[src/design/sil_pkg.sv]
// Shared types, codes, constants and saturating helpers of the survey-index likelihood core.
package sil_pkg;

    localparam int AGE_ROWS    = 64;
    localparam int LENGTH_COLS = 256;

    localparam int ACC_W   = 48;
    localparam int DVD_W   = 72;
    localparam int ITER_W  = 7;
    localparam int LOG_STEPS = 24;
    localparam int CFG_IDX_W = 2;

    localparam logic [2:0] MODE_PEARSON = 3'd0;
    localparam logic [2:0] MODE_MULTI   = 3'd1;
    localparam logic [2:0] MODE_EXPER   = 3'd2;
    localparam logic [2:0] MODE_GAMMA   = 3'd3;
    localparam logic [2:0] MODE_LOGR    = 3'd4;

    localparam logic [CFG_IDX_W-1:0] REG_MODE = 2'd0;
    localparam logic [CFG_IDX_W-1:0] REG_EPS  = 2'd1;

    localparam logic [31:0] EPS_RESET = 32'd655;

    localparam logic [ITER_W-1:0] DIV_ITERS_FRAC = 7'd56;
    localparam logic [ITER_W-1:0] DIV_ITERS_WIDE = 7'd72;

    localparam logic [29:0] LN2_Q30 = 30'd744261118;

    typedef logic signed [ACC_W-1:0] acc_t;

    localparam acc_t SAT_MAX = 48'sh7FFF_FFFF_FFFF;
    localparam acc_t SAT_MIN = 48'sh8000_0000_0000;

    typedef struct packed {
        logic              start;
        logic [DVD_W-1:0]  dividend;
        logic [ACC_W-1:0]  divisor;
        logic [ITER_W-1:0] iters;
    } div_req_t;

    typedef struct packed {
        logic             start;
        logic [ACC_W-1:0] x;
        logic             frac24;
    } log_req_t;

    function automatic acc_t sat_add(acc_t a, acc_t b);
        logic [ACC_W:0] s;
        acc_t           r;
        s = {a[ACC_W-1], a} + {b[ACC_W-1], b};
        if (s[ACC_W] != s[ACC_W-1]) begin
            r = s[ACC_W] ? SAT_MIN : SAT_MAX;
        end else begin
            r = $signed(s[ACC_W-1:0]);
        end
        return r;
    endfunction

    function automatic logic [ACC_W-1:0] mag48(acc_t v);
        logic [ACC_W-1:0] r;
        r = v[ACC_W-1] ? ACC_W'(-v) : ACC_W'(v);
        return r;
    endfunction

endpackage

[src/design/sil_log.sv]
// Iterative natural log, result in signed Q8.24: normalize, 24 squaring steps for log2, scale by ln2.
module sil_log (
    input  logic               aclk,
    input  logic               aresetn,
    input  sil_pkg::log_req_t  req,
    output logic               busy,
    output logic signed [31:0] result
);

    localparam logic [2:0] L_IDLE = 3'd0;
    localparam logic [2:0] L_NORM = 3'd1;
    localparam logic [2:0] L_SQR  = 3'd2;
    localparam logic [2:0] L_ABS  = 3'd3;
    localparam logic [2:0] L_MUL  = 3'd4;
    localparam logic [2:0] L_RND  = 3'd5;

    logic [2:0]         st_reg;
    logic [47:0]        x_reg;
    logic [5:0]         p_reg;
    logic               fb24_reg;
    logic [30:0]        m_reg;
    logic [23:0]        f_reg;
    logic [4:0]         step_reg;
    logic               neg_reg;
    logic [29:0]        mag_reg;
    logic [59:0]        prod_reg;
    logic signed [31:0] res_reg;

    logic [61:0]        sq_next;
    logic [31:0]        t_next;
    logic [6:0]         ip_next;
    logic [30:0]        l2_next;
    logic [30:0]        abs_next;
    logic [59:0]        rnd_next;
    logic [31:0]        rmag_next;

    always_comb begin
        sq_next   = 62'(m_reg) * 62'(m_reg);
        t_next    = sq_next[61:30];
        ip_next   = {1'b0, p_reg} - (fb24_reg ? 7'd24 : 7'd16);
        l2_next   = {ip_next, f_reg};
        abs_next  = l2_next[30] ? 31'(-l2_next) : l2_next;
        rnd_next  = prod_reg + 60'(1 << 29);
        rmag_next = {2'b00, rnd_next[59:30]};
    end

    always_ff @(posedge aclk) begin
        if (!aresetn) begin
            st_reg <= L_IDLE;
        end else begin
            unique case (st_reg)
                L_IDLE: begin
                    if (req.start) begin
                        // log of zero reads as log of one lsb
                        x_reg    <= (req.x == '0) ? 48'd1 : req.x;
                        p_reg    <= 6'd47;
                        fb24_reg <= req.frac24;
                        st_reg   <= L_NORM;
                    end
                end
                L_NORM: begin
                    if (x_reg[47:40] == 8'd0) begin
                        x_reg <= {x_reg[39:0], 8'd0};
                        p_reg <= p_reg - 6'd8;
                    end else if (!x_reg[47]) begin
                        x_reg <= {x_reg[46:0], 1'b0};
                        p_reg <= p_reg - 6'd1;
                    end else begin
                        m_reg    <= x_reg[47:17];
                        f_reg    <= '0;
                        step_reg <= '0;
                        st_reg   <= L_SQR;
                    end
                end
                L_SQR: begin
                    m_reg    <= t_next[31] ? t_next[31:1] : t_next[30:0];
                    f_reg    <= {f_reg[22:0], t_next[31]};
                    step_reg <= step_reg + 5'd1;
                    if (step_reg == 5'(sil_pkg::LOG_STEPS - 1)) begin
                        st_reg <= L_ABS;
                    end
                end
                L_ABS: begin
                    neg_reg <= l2_next[30];
                    mag_reg <= abs_next[29:0];
                    st_reg  <= L_MUL;
                end
                L_MUL: begin
                    prod_reg <= 60'(mag_reg) * 60'(sil_pkg::LN2_Q30);
                    st_reg   <= L_RND;
                end
                L_RND: begin
                    res_reg <= neg_reg ? -$signed(rmag_next) : $signed(rmag_next);
                    st_reg  <= L_IDLE;
                end
                default: st_reg <= L_IDLE;
            endcase
        end
    end

    assign busy   = (st_reg != L_IDLE);
    assign result = res_reg;

endmodule

[config.mk]
export PLATFORM = sky130hd
export DESIGN_NAME = sil_log
export DESIGN_NICKNAME = d
export VERILOG_FILES = /design/src/design/sil_pkg.sv /design/src/design/sil_log.sv
export SDC_FILE = /design/constraint.sdc
export NUM_CORES = 2
export LEC_CHECK = 0
export ABC_CLOCK_PERIOD_IN_PS = 17400
export BUFFER_PORTS_ARGS = -buffer_cell sky130_fd_sc_hd__buf_2
export CAP_MARGIN = 5
export CORE_UTILIZATION = 60
export CTS_CLUSTER_SIZE = 12
export DETAILED_ROUTE_END_ITERATION = 10
export PLACE_DENSITY = 0.8
export RECOVER_POWER = 100
export SLEW_MARGIN = 10
export SYNTH_ARGS = -nofsm -noshare
export SYNTH_HDL_FRONTEND = slang
export SYNTH_SLANG_ARGS = --single-unit
[constraint.sdc]
create_clock -name aclk -period 17.4 [get_ports aclk]
set_input_delay 0.87 -clock aclk [delete_from_list [all_inputs] [get_ports aclk]]
set_output_delay 0.87 -clock aclk [all_outputs]
set_load 0.05 [all_outputs]
Yosys cells after proc, flatten, opt, wreduce, memory -nomap -nowiden
Cells that the tools add are included.
{"block": "totals", "reg_bits": 240, "out_inout_bits": 33}
{"block": "op_classes", "add_sub_neg": 7, "multipliers": 2, "eq_ne": 11, "mux": 27, "reduce_logical": 14}
{"operator": "48-bit 2-to-1 mux", "n": 4}
{"operator": "48-bit one-hot mux with 2 select lines", "n": 1}
{"operator": "31-bit 2-to-1 mux", "n": 3}
{"operator": "31-bit by 31-bit multiplier with 62-bit output", "n": 1}
{"operator": "31-bit one-hot mux with 2 select lines", "n": 1}
{"operator": "60-bit by 30-bit adder with 60-bit output, second input constant", "n": 1}
{"operator": "30-bit 2-to-1 mux", "n": 2}
{"operator": "30-bit by 29-bit multiplier with 59-bit output, second input constant", "n": 1}
{"operator": "48-bit zero test", "n": 1}
{"operator": "24-bit 2-to-1 mux", "n": 2}
{"operator": "24-bit one-hot mux with 2 select lines", "n": 1}
{"operator": "30-bit negator with 32-bit output", "n": 1}
{"operator": "30-bit negator", "n": 1}
{"operator": "6-bit 2-to-1 mux", "n": 3}
{"operator": "3-bit one-hot mux with 5 select lines", "n": 1}
{"operator": "3-bit 2-to-1 mux", "n": 4}
{"operator": "6-bit one-hot mux with 2 select lines", "n": 1}
{"operator": "4-bit AND reduction", "n": 3}
{"operator": "5-bit 2-to-1 mux", "n": 2}
{"operator": "5-bit one-hot mux with 2 select lines", "n": 1}
{"operator": "8-bit zero test", "n": 1}
{"operator": "2-bit inequality test, second input constant", "n": 4}
{"operator": "6-bit by 5-bit subtractor with 7-bit output", "n": 1}
{"operator": "3-bit by 2-bit == test with 1-bit output, second input constant", "n": 2}
{"operator": "other kinds (13)", "n": 18}

Depth between registers and ports, before layout
{"block": "logic_depth", "word_depth": 4, "depth_mapped": 31, "depth_no_buf": 27}

Least setup slack after synthesis
No wires, ideal clock.
{"block": "synth_timing", "kind": "register to register", "start": "register m_reg[4]", "end": "register m_reg[23], data pin", "arrival_time_ns": 7.623, "t_required_ns": 17.131, "slack_ns": 9.508, "stages_incl_launch_ff": 30, "cell_sequence": "edfxtp_1 clkbuf_1 clkbuf_1 nand2_1 fa_1 inv_1 fa_1 fa_1 inv_1 fa_1 inv_1 fa_1 fa_1 fa_1 inv_1 fa_1 inv_1 ha_1 a21oi_1 o211ai_1 a21oi_1 nand3_1 a2111oi_0 nor4_1 nor2_1 xor2_1 buf_6 buf_2 mux2i_1 a21oi_1"}
{"block": "synth_via", "elab_chain_len": 3}
{"element": "from (decl)", "line": "sil_log.sv:21", "rtl": "logic [30:0] m_reg;"}
{"element": "from (signal assigned)", "line": "sil_log.sv:69", "rtl": "m_reg <= x_reg[47:17];"}
{"element": "from (signal assigned)", "line": "sil_log.sv:76", "rtl": "m_reg <= t_next[31] ? t_next[31:1] : t_next[30:0];"}
{"element": "31-bit by 31-bit multiplier with 62-bit output", "line": "sil_log.sv:38", "rtl": "sq_next = 62'(m_reg) * 62'(m_reg);"}
{"element": "31-bit 2-to-1 mux", "line": "sil_log.sv:76"}
{"element": "31-bit one-hot mux with 2 select lines", "line": "sil_log.sv:51", "rtl": "unique case (st_reg)"}
Every way passes these cells.
A chain may end at the register's enable or synchronous reset.

Worst setup path after layout
{"block": "layout_timing", "start": "register m_reg[8]", "end": "register m_reg[18], data pin"}
Same word-level chain as after synthesis.

==> results.py <==
metrics = {
    "run_status": {
        "status": "complete, but fails checks",
        "violations": "max-capacitance violations, max-slew violations",
    },
    "synthesis": {
        "async_flop_share": 0,
        "syn-num-nets": 7220,
        "syn_area_um2": 52890,
        "yosys.area.top_type": "fa_1",
        "ys_ff_latch": 212,
        "synth_flop_cell": "edfxtp_1",
        "synth_common_cells": "inv_1 (1,500), fa_1 (1,084), ha_1 (596), nand2_1 (473), and2_1 (217)",
        "synth_area_per_cell_um2": 9.637,
        "ys_seq_area_frac": 0.1198,
        "synth_top_area_frac": 0.4103,
        "ys_types": 75,
        "syn_inst": 5488,
        "synth.most_common_cell": "inv_1",
        "synth_area_leaders": "fa_1 (41%), ha_1 (14%), edfxtp_1 (12%), inv_1 (11%), nand2_1 (3.4%)",
        "synth_edf_count": 209,
        "ys_warn_count": 0,
    },
    "sta": {
        "slew_violations": 563,
        "fmax_mhz": 78.76,
        "finalHoldViolations": 0,
        "rsz0062_at_grt": "false",
        "setup_viol": 0,
        "min_period_ns": 12.70,
        "slew_headroom": -1.121,
        "clock_skew_ns": 0.01256,
        "fin_tns_setup_ns": 0,
        "tightest_slew_ns": 3.181,
        "period_share": 0.7297,
    },
    "min_path": {
        "hold_depth": 1,
        "hp-start": "req[0]",
        "min-delay-path-class": "primary input to flip-flop",
        "hold-path-endpoint": "fb24_reg",
    },
    "placed_design": {
        "port_buffers": 84,
        "dp_hpwl_um": 107000,
        "place.gp.congestion": 0.9769,
    },
    "critical_path": {
        "arrival_ns": 12.89,
        "path_max_fanout": 29,
        "r2r_cells": 26,
        "r2r_start": "m_reg[8]",
        "startpoint_type": "flip-flop",
        "r2r_slack_ns": 4.70,
        "endpoint_kind": "flip-flop",
        "crit_type": "flip-flop to flip-flop",
        "cp.required_ns": 17.60,
        "r2r-end": "m_reg[18]",
    },
    "floorplan": {
        "core_region_area_um2": 87020,
        "start_util": 0.6078,
        "num_rows": 108,
        "die_width_um": 298.9,
        "die_h_um": 298.9,
        "pin_count": 85,
        "dieArea_um2": 89340,
    },
    "drt": {
        "drt-pass1-iter-count": 8,
        "drt_iter0_drc": 3357,
        "viasPerCell": 5.634,
        "drt-total-wl_um": 130800,
        "drcViolationCount": 0,
        "drt-wirelength-per-cell_um": 19.68,
        "vias": 37450,
        "postRouteAntennaNets": 0,
    },
    "final_layout": {
        "largest_reg_flops": 48,
        "drive_above_1_share": 0.02713,
        "fill_cells": 6894,
        "nets": 7210,
        "syn2layout_area_growth_pct": 4.346,
    },
    "global_routing": {
        "grt_pass1_wl_um": 212100,
        "grt_pass1_vias": 40510,
        "grt-ovfl-total": 0,
        "grt_max_degree": 91,
        "grt_use_total": 0.3037,
        "grt_antenna_before_repair": 1,
    },
    "cts": {
        "cts.sinks": 212,
        "clkTransAtPathRegs_ns": 0.06,
        "cts_root_buf": "clkbuf_16",
        "postCtsHoldBufs": 0,
        "clock_latency_ns": 0.56,
        "cts_tree": "built",
        "ctsHtreeMaxLevel": 1,
        "clockBufferDepth": 3,
        "cts_setup_buffers": 0,
        "cts_resized": 0,
        "cts_buffers": 24,
    },
    "run": {
        "drv_cap": 12,
    },
}
through the flow:
| stage | hold WS, ns | cell area [um2] | setup slack (ns) | cells | utilization |
|---|---|---|---|---|---|
| 5_1_grt | 0.4836 | 55190 | 4.378 | 6647 | 0.6341 |
| 2_1_floorplan | 0.4747 | 52890 | 9.508 | 5488 | - |
| 3_5_place_dp | 0.5555 | 54530 | 7.692 | 6607 | 0.6266 |
| 6_report | 0.4921 | 55190 | 4.702 | 6648 | 0.6342 |
| 4_1_cts | 0.4799 | 55350 | 7.633 | 6647 | 0.6360 |
| 3_3_place_gp | 0.5600 | 54530 | 7.843 | 6607 | 0.6266 |
layout by cell type (no fill, tap or decap), types with 24 or more instances in the layout:
cell,n
edfxtp_1,209
nor2_1,149
a31oi_1,26
ha_1,596
inv_1,1500
a21o_1,73
mux2i_1,28
nor3b_1,39
fa_1,1084
o21ai_0,145
nor3_1,29
nand4_1,34
a21oi_1,181
buf_4,38
buf_2,51
clkbuf_16,24
clkbuf_1,49
nand3_1,57
xnor2_1,105
and2_1,201
xor2_1,76
nor2b_1,29
nand2_1,473
final cells by class:
| cell class | instances | area [um2] | area share |
|---|---|---|---|
| multi-input cells | 3607 | 40250 | 0.7293 |
| flip-flops and latches | 212 | 6336 | 0.1148 |
| inverters | 1500 | 5630 | 0.1020 |
| well taps | 1155 | 1445 | 0.02619 |
| repair buffers | 133 | 705.7 | 0.01279 |
| clock buffers | 31 | 646.9 | 0.01172 |
| clock inverters | 9 | 173.9 | 0.003151 |
| diodes | 1 | 2.502 | 0.00004534 |
metal layers:
metal | GRT usage | vias up | routed length, um | part of all wire
met5 | 0 | - | 0 | 0
met4 | 0.1152 | 0 | 5852 | 0.045
met3 | 0.05911 | 355 | 11780 | 0.090
met2 | 0.4977 | 1721 | 61550 | 0.47
met1 | 0.4011 | 18570 | 51630 | 0.39
li1 | - | 16800 | - | -
cell families (layout without fill, tap and decap cells):
family / Yosys count / after routing / synth area share
adders and majority gates: 1680 / 1680 / 0.5513
buffers and inverters: 1669 / 1673 / 0.1188
and+or+nand+nor: 1143 / 1143 / 0.1068
AOI/OAI and AO/OA: 571 / 571 / 0.06712
DFF: 212 / 212 / 0.1198
xor gates and xnor gates: 181 / 181 / 0.02997
muxes: 32 / 32 / 0.006222
other: 0 / 1 / 0
worst max path at each step:
stage | end | slack, ns | startpoint | cells past startpoint
floorplan | m_reg[23] | 9.51 | m_reg[4] | 29
global placement | m_reg[8] | 7.84 | m_reg[8] | 26
detailed placement | m_reg[8] | 7.69 | m_reg[8] | 26
CTS | m_reg[8] | 7.63 | m_reg[8] | 26
global route | m_reg[18] | 4.38 | m_reg[8] | 26
finish | m_reg[18] | 4.70 | m_reg[8] | 26
critical path: stages (launching register included):
cell       delay [ns]
edfxtp_1         0.35
clkbuf_1         1.51
inv_1            0.75
nor2_1           0.54
fa_1             0.49
fa_1             0.57
inv_1            0.06
fa_1             0.45
fa_1             0.55
inv_1            0.06
fa_1             0.56
fa_1             0.43
fa_1             0.51
fa_1             0.41
ha_1             0.35
a21oi_1          0.35
o21ai_0          0.23
a311oi_1         0.64
nor4b_1          0.18
a2111oi_0        0.40
buf_4            0.19
nor4_1           0.05
nor2_1           0.24
xor2_1           0.69
clkbuf_1         1.31
mux2i_1          0.29
o21ai_0          0.13
Power is left out: the tool's default activity adds up to more than one toggle a clock period on the data nets, which glitch-free logic cannot reach.
